### src/rtl/assert_macros.svh
// ----------------------------------------------------------------------------
// assert_macros.svh
// shared concurrent assertion macros, clocked on clk and quiet during reset
// ----------------------------------------------------------------------------
`ifndef ASSERT_MACROS_SVH
`define ASSERT_MACROS_SVH

// antecedent implies consequent in the same cycle
`define CHECK_SAME(label, ante, cons, msg) \
    label: assert property (@(posedge clk) disable iff (!rst_n) (ante) |-> (cons)) \
        else $error(msg);

// antecedent implies consequent in the next cycle
`define CHECK_NEXT(label, ante, cons, msg) \
    label: assert property (@(posedge clk) disable iff (!rst_n) (ante) |=> (cons)) \
        else $error(msg);

`endif

### src/rtl/pidtz_pkg.sv
// ----------------------------------------------------------------------------
// pidtz_pkg
// types and constants of the pid turn controller with integral zone
// ----------------------------------------------------------------------------
package pidtz_pkg;

    localparam int GAIN_FRACTION_BITS = 8;
    localparam int BRAKE_LEVEL        = 10;
    localparam int POWER_LIMIT        = 127;

    localparam int CFG_DATA_W  = 16;
    localparam int CFG_INDEX_W = 3;
    localparam int ERR_W       = 18;
    localparam int DIFF_W      = ERR_W + 1;
    localparam int SUM_W       = 32;
    localparam int TICK_W      = 16;

    typedef enum logic [CFG_INDEX_W-1:0] {
        REG_TARGET_HEADING = 3'd0,
        REG_TURN_DIRECTION = 3'd1,
        REG_GAIN_P         = 3'd2,
        REG_GAIN_I         = 3'd3,
        REG_GAIN_D         = 3'd4,
        REG_INTEGRAL_ZONE  = 3'd5,
        REG_TIMEOUT_TICKS  = 3'd6,
        REG_ABSOLUTE_MODE  = 3'd7
    } cfg_reg_t;

    typedef enum logic [1:0] {
        KIND_START = 2'd0,
        KIND_BRAKE = 2'd1,
        KIND_PID   = 2'd2
    } item_kind_t;

    typedef struct packed {
        logic               action;
        logic signed [15:0] heading;
    } sample_t;

    typedef struct packed {
        logic signed [7:0] left_power;
        logic signed [7:0] right_power;
        logic              finished;
    } result_t;

endpackage

### src/rtl/pid_turn_with_integral_zone_unit.sv
// ----------------------------------------------------------------------------
// pid_turn_with_integral_zone_unit
// pid turn controller with integral zone, one heading sample per transaction
// ----------------------------------------------------------------------------
// pipeline: error, integral and tick state update in the acceptance cycle,
//   then a product stage and a scale/saturate stage fill the result register
// throughput: one sample per cycle unless a held result backs the pipeline up
// reset: asynchronous active low; registers to their defaults (direction 1,
//   absolute mode on, rest zero), pid state cleared, pipeline empty
`include "assert_macros.svh"

module pid_turn_with_integral_zone_unit (
    input  logic                                        clk,
    input  logic                                        rst_n,
    input  logic                                        cfg_wr_en,
    input  logic [pidtz_pkg::CFG_INDEX_W-1:0]           cfg_index,
    input  logic [pidtz_pkg::CFG_DATA_W-1:0]            cfg_data,
    input  logic                                        sample_valid,
    output logic                                        sample_ready,
    input  pidtz_pkg::sample_t                          sample,
    output logic                                        result_valid,
    input  logic                                        result_ready,
    output pidtz_pkg::result_t                          result
);
    import pidtz_pkg::*;

    localparam int PROD_P_W = ERR_W + 17;
    localparam int PROD_D_W = DIFF_W + 17;
    localparam int PROD_I_W = SUM_W + 17;
    localparam int ACC_W    = PROD_I_W + 2;

    // configuration registers
    logic signed [15:0] target_heading_reg;
    logic signed [1:0]  turn_direction_reg;
    logic [15:0]        gain_p_reg;
    logic [15:0]        gain_i_reg;
    logic [15:0]        gain_d_reg;
    logic [15:0]        integral_zone_reg;
    logic [15:0]        timeout_ticks_reg;
    logic               absolute_mode_reg;

    // pid state
    logic signed [ERR_W-1:0] prev_error_reg, prev_error_next;
    logic signed [SUM_W-1:0] integ_sum_reg, integ_sum_next;
    logic [TICK_W-1:0]       tick_count_reg, tick_count_next;

    // pipeline
    logic                     s1_valid_reg, s1_valid_next;
    item_kind_t               s1_kind_reg, s1_kind_next;
    logic signed [ERR_W-1:0]  s1_err_reg;
    logic signed [DIFF_W-1:0] s1_diff_reg;
    logic signed [SUM_W-1:0]  s1_sum_reg;

    logic                       s2_valid_reg, s2_valid_next;
    item_kind_t                 s2_kind_reg;
    logic signed [PROD_P_W-1:0] s2_prod_p_reg;
    logic signed [PROD_I_W-1:0] s2_prod_i_reg;
    logic signed [PROD_D_W-1:0] s2_prod_d_reg;

    logic    result_valid_reg, result_valid_next;
    result_t result_reg, result_next;

    logic en_out, en_s2, en_s1, accept;

    // stage 1 datapath
    logic signed [16:0]       head_ext, head_sel;
    logic signed [ERR_W-1:0]  err, abs_err;
    logic signed [DIFF_W-1:0] diff;
    logic signed [SUM_W:0]    sum_wide;
    logic signed [SUM_W-1:0]  sum_sat;
    logic                     in_zone, brake;

    // stage 3 datapath
    logic signed [ACC_W-1:0] acc;
    logic [ACC_W-1:0]        acc_mag, acc_shift;
    logic [6:0]              mag_sat;
    logic signed [7:0]       mag_sgn, brake_pos;
    logic signed [1:0]       dir;

    // ---------------------------------------------------------------- config
    always_ff @(posedge clk or negedge rst_n)
    begin
        if (!rst_n)
        begin
            target_heading_reg <= '0;
            turn_direction_reg <= 2'sd1;
            gain_p_reg         <= '0;
            gain_i_reg         <= '0;
            gain_d_reg         <= '0;
            integral_zone_reg  <= '0;
            timeout_ticks_reg  <= '0;
            absolute_mode_reg  <= 1'b1;
        end
        else if (cfg_wr_en)
        begin
            unique case (cfg_reg_t'(cfg_index))
                REG_TARGET_HEADING: target_heading_reg <= $signed(cfg_data);
                REG_TURN_DIRECTION: turn_direction_reg <= $signed(cfg_data[1:0]);
                REG_GAIN_P:         gain_p_reg         <= cfg_data;
                REG_GAIN_I:         gain_i_reg         <= cfg_data;
                REG_GAIN_D:         gain_d_reg         <= cfg_data;
                REG_INTEGRAL_ZONE:  integral_zone_reg  <= cfg_data;
                REG_TIMEOUT_TICKS:  timeout_ticks_reg  <= cfg_data;
                REG_ABSOLUTE_MODE:  absolute_mode_reg  <= cfg_data[0];
            endcase
        end
    end

    // ---------------------------------------------------------------- flow
    assign en_out       = !result_valid_reg || result_ready;
    assign en_s2        = !s2_valid_reg || en_out;
    assign en_s1        = !s1_valid_reg || en_s2;
    assign sample_ready = en_s1;
    assign accept       = sample_valid && en_s1;

    // ---------------------------------------------------------------- stage 1
    always_comb
    begin
        head_ext = {sample.heading[15], sample.heading};
        head_sel = (absolute_mode_reg && head_ext[16]) ? -head_ext : head_ext;
        err      = {{2{target_heading_reg[15]}}, target_heading_reg}
                 - {head_sel[16], head_sel};
        // one bit wider, the error can swing across the full range
        diff     = {err[ERR_W-1], err} - {prev_error_reg[ERR_W-1], prev_error_reg};
        abs_err  = err[ERR_W-1] ? -err : err;
        in_zone  = abs_err[16:0] < {1'b0, integral_zone_reg};
        sum_wide = {integ_sum_reg[SUM_W-1], integ_sum_reg}
                 + {{(SUM_W+1-ERR_W){err[ERR_W-1]}}, err};
        // clamp to the signed 32 bit range
        if (sum_wide[SUM_W] != sum_wide[SUM_W-1])
            sum_sat = sum_wide[SUM_W] ? {1'b1, {(SUM_W-1){1'b0}}}
                                      : {1'b0, {(SUM_W-1){1'b1}}};
        else
            sum_sat = sum_wide[SUM_W-1:0];
        brake = tick_count_reg >= timeout_ticks_reg;

        prev_error_next = prev_error_reg;
        integ_sum_next  = integ_sum_reg;
        tick_count_next = tick_count_reg;
        s1_kind_next    = s1_kind_reg;
        if (accept)
        begin
            priority if (!sample.action)
            begin
                prev_error_next = '0;
                integ_sum_next  = '0;
                tick_count_next = '0;
                s1_kind_next    = KIND_START;
            end
            else if (brake)
            begin
                s1_kind_next = KIND_BRAKE;
            end
            else
            begin
                prev_error_next = err;
                integ_sum_next  = in_zone ? sum_sat : '0;
                tick_count_next = tick_count_reg + TICK_W'(1);
                s1_kind_next    = KIND_PID;
            end
        end
        s1_valid_next = en_s1 ? accept : s1_valid_reg;
    end

    always_ff @(posedge clk or negedge rst_n)
    begin
        if (!rst_n)
        begin
            prev_error_reg <= '0;
            integ_sum_reg  <= '0;
            tick_count_reg <= '0;
            s1_valid_reg   <= 1'b0;
            s1_kind_reg    <= KIND_START;
        end
        else
        begin
            prev_error_reg <= prev_error_next;
            integ_sum_reg  <= integ_sum_next;
            tick_count_reg <= tick_count_next;
            s1_valid_reg   <= s1_valid_next;
            s1_kind_reg    <= s1_kind_next;
        end
    end

    always_ff @(posedge clk)
    begin
        if (accept)
        begin
            s1_err_reg  <= err;
            s1_diff_reg <= diff;
            s1_sum_reg  <= integ_sum_next;
        end
    end

    // ---------------------------------------------------------------- stage 2
    assign s2_valid_next = en_s2 ? s1_valid_reg : s2_valid_reg;

    always_ff @(posedge clk or negedge rst_n)
    begin
        if (!rst_n)
            s2_valid_reg <= 1'b0;
        else
            s2_valid_reg <= s2_valid_next;
    end

    always_ff @(posedge clk)
    begin
        if (en_s2 && s1_valid_reg)
        begin
            s2_kind_reg   <= s1_kind_reg;
            s2_prod_p_reg <= $signed({1'b0, gain_p_reg}) * s1_err_reg;
            s2_prod_i_reg <= $signed({1'b0, gain_i_reg}) * s1_sum_reg;
            s2_prod_d_reg <= $signed({1'b0, gain_d_reg}) * s1_diff_reg;
        end
    end

    // ---------------------------------------------------------------- stage 3
    always_comb
    begin
        acc = {{(ACC_W-PROD_P_W){s2_prod_p_reg[PROD_P_W-1]}}, s2_prod_p_reg}
            + {{(ACC_W-PROD_I_W){s2_prod_i_reg[PROD_I_W-1]}}, s2_prod_i_reg}
            + {{(ACC_W-PROD_D_W){s2_prod_d_reg[PROD_D_W-1]}}, s2_prod_d_reg};
        // truncate toward zero by shifting the magnitude
        acc_mag   = acc[ACC_W-1] ? $unsigned(-acc) : $unsigned(acc);
        acc_shift = acc_mag >> GAIN_FRACTION_BITS;
        mag_sat   = (acc_shift > ACC_W'(POWER_LIMIT)) ? 7'(POWER_LIMIT) : acc_shift[6:0];
        // sign of the sum comes back after clipping
        mag_sgn   = acc[ACC_W-1] ? -$signed({1'b0, mag_sat}) : $signed({1'b0, mag_sat});
        brake_pos = 8'(BRAKE_LEVEL);
        // direction pattern -2 acts as -1
        dir = (turn_direction_reg == 2'sb10) ? 2'sb11 : turn_direction_reg;

        result_next = result_reg;
        if (en_out && s2_valid_reg)
        begin
            unique case (s2_kind_reg)
                KIND_START:
                begin
                    result_next.left_power  = '0;
                    result_next.right_power = '0;
                    result_next.finished    = 1'b0;
                end
                KIND_BRAKE:
                begin
                    result_next.finished = 1'b1;
                    unique case (dir)
                        2'sb01:
                        begin
                            result_next.left_power  = -brake_pos;
                            result_next.right_power = brake_pos;
                        end
                        2'sb11:
                        begin
                            result_next.left_power  = brake_pos;
                            result_next.right_power = -brake_pos;
                        end
                        default:
                        begin
                            result_next.left_power  = '0;
                            result_next.right_power = '0;
                        end
                    endcase
                end
                default:
                begin
                    result_next.finished = 1'b0;
                    unique case (dir)
                        2'sb01:
                        begin
                            result_next.left_power  = mag_sgn;
                            result_next.right_power = -mag_sgn;
                        end
                        2'sb11:
                        begin
                            result_next.left_power  = -mag_sgn;
                            result_next.right_power = mag_sgn;
                        end
                        default:
                        begin
                            result_next.left_power  = '0;
                            result_next.right_power = '0;
                        end
                    endcase
                end
            endcase
        end
        result_valid_next = en_out ? s2_valid_reg : result_valid_reg;
    end

    always_ff @(posedge clk or negedge rst_n)
    begin
        if (!rst_n)
            result_valid_reg <= 1'b0;
        else
            result_valid_reg <= result_valid_next;
    end

    always_ff @(posedge clk)
    begin
        result_reg <= result_next;
    end

    assign result_valid = result_valid_reg;
    assign result       = result_reg;

    // ---------------------------------------------------------------- checks
    `CHECK_SAME(a_ready_when_out_empty, !result_valid_reg, sample_ready,
        "input stalled with an empty output register")
    `CHECK_NEXT(a_start_clears_state, accept && !sample.action,
        tick_count_reg == '0 && integ_sum_reg == '0 && prev_error_reg == '0,
        "start transaction did not clear the pid state")
    `CHECK_SAME(a_power_in_range, result_valid,
        result.left_power != 8'sh80 && result.right_power != 8'sh80,
        "drive power outside the saturation range")
    `CHECK_SAME(a_sides_opposite, result_valid,
        result.left_power == -result.right_power,
        "left and right power are not opposite")

endmodule

### config.mk
export PLATFORM = sky130hd
export DESIGN_NAME = pid_turn_with_integral_zone_unit
export DESIGN_NICKNAME = d
export VERILOG_FILES = /design/src/rtl/pidtz_pkg.sv /design/src/rtl/pid_turn_with_integral_zone_unit.sv
export VERILOG_INCLUDE_DIRS = /design/src /design/src/rtl
export SDC_FILE = /design/constraint.sdc
export NUM_CORES = 2
export LEC_CHECK = 0
export BUFFER_PORTS_ARGS = -buffer_cell sky130_fd_sc_hd__buf_2
export CELL_PAD_IN_SITES_DETAIL_PLACEMENT = 1
export CELL_PAD_IN_SITES_GLOBAL_PLACEMENT = 2
export CORE_MARGIN = 2
export CORE_UTILIZATION = 44
export DETAILED_ROUTE_END_ITERATION = 8
export GPL_ROUTABILITY_DRIVEN = 0
export HOLD_SLACK_MARGIN = 0.12
export PLACE_DENSITY = 0.91
export REMOVE_ABC_BUFFERS = 1
export SLEW_MARGIN = 20
export SYNTH_ARGS = -nofsm -noshare
export SYNTH_HDL_FRONTEND = slang
export SYNTH_SLANG_ARGS = --single-unit
### constraint.sdc
create_clock -name clk -period 9.24 [get_ports clk]
set_input_delay 1.848 -clock clk [delete_from_list [all_inputs] [get_ports clk]]
set_output_delay 1.848 -clock clk [all_outputs]
set_load 0.02 [all_outputs]
# Word-level counts from Yosys, hierarchy flattened
# Cells that the tools add are included.
# Widths: inputs -> output; s select.
[op_classes]
addsub = 11
mul = 3
magnitude_cmp = 3
n_eq_ne = 13
n_mux = 21
n_reduce_logical = 21
[op_table]
columns = ["op", "count"]
rows = [
  ["$mux 32", 6],
  ["$pmux 16 s2", 2],
  ["$add 50x36->51", 1],
  ["$mux 51", 1],
  ["$neg 51->51", 1],
  ["$add 35x49->50", 1],
  ["$mul 17x32->49", 1],
  ["$gt 43x7->1 const B", 1],
  ["$mul 17x19->36", 1],
  ["$mux 18", 2],
  ["$mul 17x18->35", 1],
  ["$mux 17", 2],
  ["$pmux 17 s2", 1],
  ["$add 32x18->33", 1],
  ["$mux 16", 2],
  ["$sub 18x18->19", 1],
  ["$reduce_and 2->1", 9],
  ["$sub 16x17->18", 1],
  ["$lt 17x16->1", 1],
  ["$neg 16->17", 1],
  ["$neg 17->17", 1],
  ["$add 16x1->16 const B", 1],
  ["$ge 16x16->1", 1],
  ["$eq 3x3->1 const B", 4],
  ["other kinds (16)", 28],
]
[word_totals]
register_bits = 378
out_inout_bits = 19
elab_cells = 97

# Depth between registers and ports, before layout
[logic_depth]
word_depth = 11
ltp_mapped = 41
depth_no_buf = 38

# Worst setup path after synthesis
# Ideal clock, no wire load.
[synth_timing]
path_type = "input -> register"
from = "in sample[1] (netlist bit)"
to = "reg s1_sum_reg[27] (data pin)"
arrival_time_ps = 9181
t_required_ps = 9103
slack_ps = -78
path_stages = 34
cell_sequence = "inv_1 -> ha_1 -> nand2_1 -> o21ai_0 -> inv_1 -> ha_1 -> nor2b_1 -> o21ai_0 -> a21boi_0 -> o21ai_0 -> a21boi_0 -> o21ai_0 -> a21boi_0 -> o21ai_0 -> a21o_1 -> a21oi_1 -> o31ai_1 -> a21o_1 -> clkbuf_1 -> clkbuf_1 -> ha_1 -> nand3_1 -> a2111oi_0 -> nor3_1 -> or4_1 -> nand3_1 -> nor4_1 -> o41ai_1 -> nand2_1 -> and4b_1 -> nor4_1 -> a21boi_1 -> clkbuf_1 -> a221o_1"
[synth_via]
elab_chain_cells = 10
[synth_rtl]
columns = ["item", "line_no", "rtl"]
rows = [
  ["start: declaration", "pid_turn_with_integral_zone_unit.sv:20", "input pidtz_pkg::sample_t sample,"],
  ["$neg 16->17", "pid_turn_with_integral_zone_unit.sv:120", "head_sel = (absolute_mode_reg && head_ext[16]) ? -head_ext : head_ext;"],
  ["$mux 17 *", "pid_turn_with_integral_zone_unit.sv:120", ""],
  ["$sub 16x17->18 *", "pid_turn_with_integral_zone_unit.sv:122", "- {head_sel[16], head_sel};"],
  ["named net err[17]", "pid_turn_with_integral_zone_unit.sv:67", "logic signed [ERR_W-1:0] err, abs_err;"],
  ["$add 32x18->33", "pid_turn_with_integral_zone_unit.sv:128", "+ {{(SUM_W+1-ERR_W){err[ERR_W-1]}}, err};"],
  ["$mux 32 or $ne 1x1->1 (tied branches)", "pid_turn_with_integral_zone_unit.sv:131, pid_turn_with_integral_zone_unit.sv:130", ""],
  ["$mux 32", "pid_turn_with_integral_zone_unit.sv:130", "if (sum_wide[SUM_W] != sum_wide[SUM_W-1])"],
  ["$mux 32 *", "pid_turn_with_integral_zone_unit.sv:157", "integ_sum_next = in_zone ? sum_sat : '0;"],
  ["$mux 32 *", "pid_turn_with_integral_zone_unit.sv:150", "else if (brake)"],
  ["$mux 32 *", "pid_turn_with_integral_zone_unit.sv:143", "priority if (!sample.action)"],
  ["$mux 32 *", "pid_turn_with_integral_zone_unit.sv:141", "if (accept)"],
  ["named net integ_sum_next[27]", "pid_turn_with_integral_zone_unit.sv:44", "logic signed [SUM_W-1:0] integ_sum_reg, integ_sum_next;"],
  ["end signal: assignment", "pid_turn_with_integral_zone_unit.sv:191", "s1_sum_reg <= integ_sum_next;"],
  ["end: declaration", "pid_turn_with_integral_zone_unit.sv:52", "logic signed [SUM_W-1:0] s1_sum_reg;"],
]
# The timed path passes the listed nets; every way through them passes the cells marked *.
# A chain may end at the register's enable or synchronous reset.

# Final worst setup path
[layout_timing]
from = "reg s1_diff_reg[5]"
to = "reg s2_prod_d_reg[35] (data pin)"
[layout_via]
elab_chain_cells = 1
[layout_rtl]
columns = ["item", "line_no", "rtl"]
rows = [
  ["start: declaration", "pid_turn_with_integral_zone_unit.sv:51", "logic signed [DIFF_W-1:0] s1_diff_reg;"],
  ["start signal: assignment", "pid_turn_with_integral_zone_unit.sv:190", "s1_diff_reg <= diff;"],
  ["$mul 17x19->36", "pid_turn_with_integral_zone_unit.sv:213", "s2_prod_d_reg <= $signed({1'b0, gain_d_reg}) * s1_diff_reg;"],
  ["end signal: assignment", "pid_turn_with_integral_zone_unit.sv:213", ""],
  ["end: declaration", "pid_turn_with_integral_zone_unit.sv:58", "logic signed [PROD_D_W-1:0] s2_prod_d_reg;"],
]
# No other way between the ends.

==> flow_summary.json <==
{
  "outcome": "complete, no violations",
  "synth-seq-cells": 377,
  "synth.yosys.seq_area_share_pct": 16.5,
  "r2r-end": "s2_prod_d_reg[35]",
  "die_x_um": 383,
  "grt_pass1_wl_um": 304000,
  "grt.overflow.total": 0,
  "largest_reg_flops": 49,
  "cts_num_sinks": 377,
  "ys_warn_count": 0,
  "cpPeakStageDelay_ns": 0.74,
  "tightest_slew_ns": 1.10,
  "dr_total_vias": 47400,
  "maxSlewViolCount": 0,
  "antenna_found_initial": 8,
  "end_kind": "flop",
  "fmax_ghz": 0.115,
  "synth_ff_type": "edfxtp_1",
  "register_area_mm2": 0.0105,
  "r2r-start": "s1_diff_reg[5]",
  "min_path_type": "flop to flop",
  "place_ws_ns": -0.478,
  "row_count": 139,
  "clk_latency_ns": 0.67,
  "cp.buffers_inverters": 4,
  "fillers": 16300,
  "port_buffers": 59,
  "placed_cells": 8513,
  "cts_tree": "yes",
  "finalCriticalPeriod_ns": 8.69,
  "reg2reg_slack_ns": 0.55,
  "viasPerCell": 5.51,
  "cpLargestDelayFamily": "adder cells",
  "netlist_top_cells_count": "inv_1 (1367), fa_1 (1142), nand2_1 (822)",
  "synth_cells": 6680,
  "max_cap_viol_count": 0,
  "hp-start": "tick_count_reg[15]",
  "multi_input_area_mm2": 0.0468,
  "drive_gt1_share_pct": 6.51,
  "layout_setup_ws_ns": 0.547,
  "ctsHtreeMaxLevel": 2,
  "coreArea_mm2": 0.143,
  "finalClockSkew_ns": 0.0549,
  "fin_crit_sh_pct": 94.1,
  "yosys.area.top_type": "fa_1",
  "cts_buffers": 48,
  "cts_hold_buf": 0,
  "synth_top_area_share_pct": 36.1,
  "setup_viol": 0,
  "postSynthAreaPerCell_um2": 9.47,
  "area_delta_synth_final_pct": 6.96,
  "holdPathStages": 1,
  "syn_area_mm2": 0.0633,
  "fin_nets": 8293,
  "grt_max_degree": 75,
  "wl_um": 190000,
  "initialDrtViolationCount": 2560,
  "grtUsageMet2_pct": 45.4,
  "cp_slowest_cell": "edfxtp_1",
  "initial_utilization_pct": 44.2,
  "critical_path_required_ns": 9.57,
  "synth_area_leaders": "fa_1 (36%), edfxtp_1 (9.8%), ha_1 (8.9%)",
  "synth_edf_count": 207,
  "critPathMostFrequentCell": "fa_1",
  "root_buffer": "clkbuf_16",
  "rsz0062_at_grt": "false",
  "cts_buffer_depth": 3,
  "cp.arrival_ns": 9.02,
  "wl_per_cell_um": 22.1,
  "slew_headroom_pct": 26.3,
  "cts.clk_slew.worst_paths_ns": 0.06,
  "die_area_mm2": 0.147,
  "use_met1_pct": 35.2,
  "place_hpwl_um": 154000,
  "r2r_cells": 25,
  "fin_cells": 8605,
  "ant_nets": 0,
  "grt_pass1_vias": 53500,
  "crit_type": "flop to flop",
  "detail_route.drc_violations": 0,
  "grtUsageMet3_pct": 3.54,
  "grt_usage_pct": 26.6,
  "worst_hold_path.endpoint": "tick_count_reg[15]",
  "start_kind": "flop",
  "top_usage_layer": "met2",
  "fp.dieH_um": 383,
  "cp_max_fo": 16,
  "drt_pass1_iterations": 5,
  "finalHoldViolations": 0,
  "synthArstFlopShare_pct": 45.1,
  "yosysMostFrequentCell": "inv_1",
  "synth_cell_types": 100,
  "io_pins": 60
}
-- metrics by stage --
step | TNS (ns) | util (%) | cell area [um^2] | hold WS, ns
finish | 0 | 47.3 | 67700 | 0.496
global route | 0 | 47.3 | 67700 | 0.526
CTS | 0 | 47.3 | 67600 | 0.496
detailed placement | -25.74 | 46.1 | 66000 | 0.483
global placement | -9.05 | 46.1 | 66000 | 0.473
floorplan | -155.36 | - | 62400 | 0.425
-- layout make-up --
cell class | instances | area share (%)
sequential | 377 | 15.5
inverter | 1367 | 7.58
antenna | 2 | 0.00739
multi-input combinational | 4689 | 69.2
clock buffer | 56 | 1.93
clock inverter | 33 | 0.495
timing repair buffer | 178 | 1.80
tap | 1903 | 3.52
-- repair_timing --
item	4_1_cts	5_1_grt
buffers inserted	0	0
endpoints found under the setup margin	0	63
resized for setup	0	13
-- cell families (layout without fill, tap and decap cells) --
| logic type | Yosys count | after routing | synth area share, % |
|---|---|---|---|
| adders and majority gates | 1591 | 1591 | 45.0 |
| buffers and inverters | 1614 | 1634 | 9.59 |
| AOI/OAI and AO/OA | 810 | 810 | 8.60 |
| other | 0 | 2 | 0 |
| and+or+nand+nor | 1961 | 1961 | 15.3 |
| DFF | 377 | 377 | 16.5 |
| xor gates and xnor gates | 216 | 216 | 3.01 |
| muxes | 111 | 111 | 1.95 |
-- placed cells by master (no fill, tap or decap), drive strengths merged, types with 23 or more instances in the layout --
| cell | n |
|---|---|
| o31ai | 23 |
| ha | 449 |
| a21boi | 27 |
| mux2 | 97 |
| nor3 | 84 |
| or3 | 26 |
| o21a | 38 |
| clkbuf | 57 |
| a221o | 32 |
| o21ai | 187 |
| o211ai | 29 |
| nand3 | 76 |
| a21o | 71 |
| nand2 | 822 |
| and2 | 503 |
| a31oi | 30 |
| xor2 | 51 |
| fa | 1142 |
| nor2 | 231 |
| buf | 177 |
| nor2b | 32 |
| a21oi | 195 |
| edfxtp | 207 |
| and3 | 37 |
| inv | 1374 |
| dfrtp | 168 |
| nand4 | 33 |
| nand2b | 33 |
| xnor2 | 165 |
-- how the worst max path moves through the flow --
stage | depth (start not counted) | from | endpoint
floorplan | 32 | sample[0] | s1_sum_reg[0]
global placement | 34 | sample[0] | s1_sum_reg[22]
detailed placement | 34 | sample[0] | s1_sum_reg[21]
CTS | 34 | sample[0] | s1_sum_reg[21]
global route | 29 | s2_prod_i_reg[1] | result[8]
finish | 25 | s1_diff_reg[5] | s2_prod_d_reg[35]
-- layer usage --
| metal | routed length [um] | vias to the layer above |
|---|---|---|
| met5 | 26 | - |
| met4 | 6120 | 4 |
| met3 | 10200 | 276 |
| met2 | 92900 | 1148 |
| met1 | 80900 | 25000 |
| li1 | - | 20900 |
Power is not shown: default switching activity piles up to over one toggle a cycle in this logic, so the estimate is an artifact.
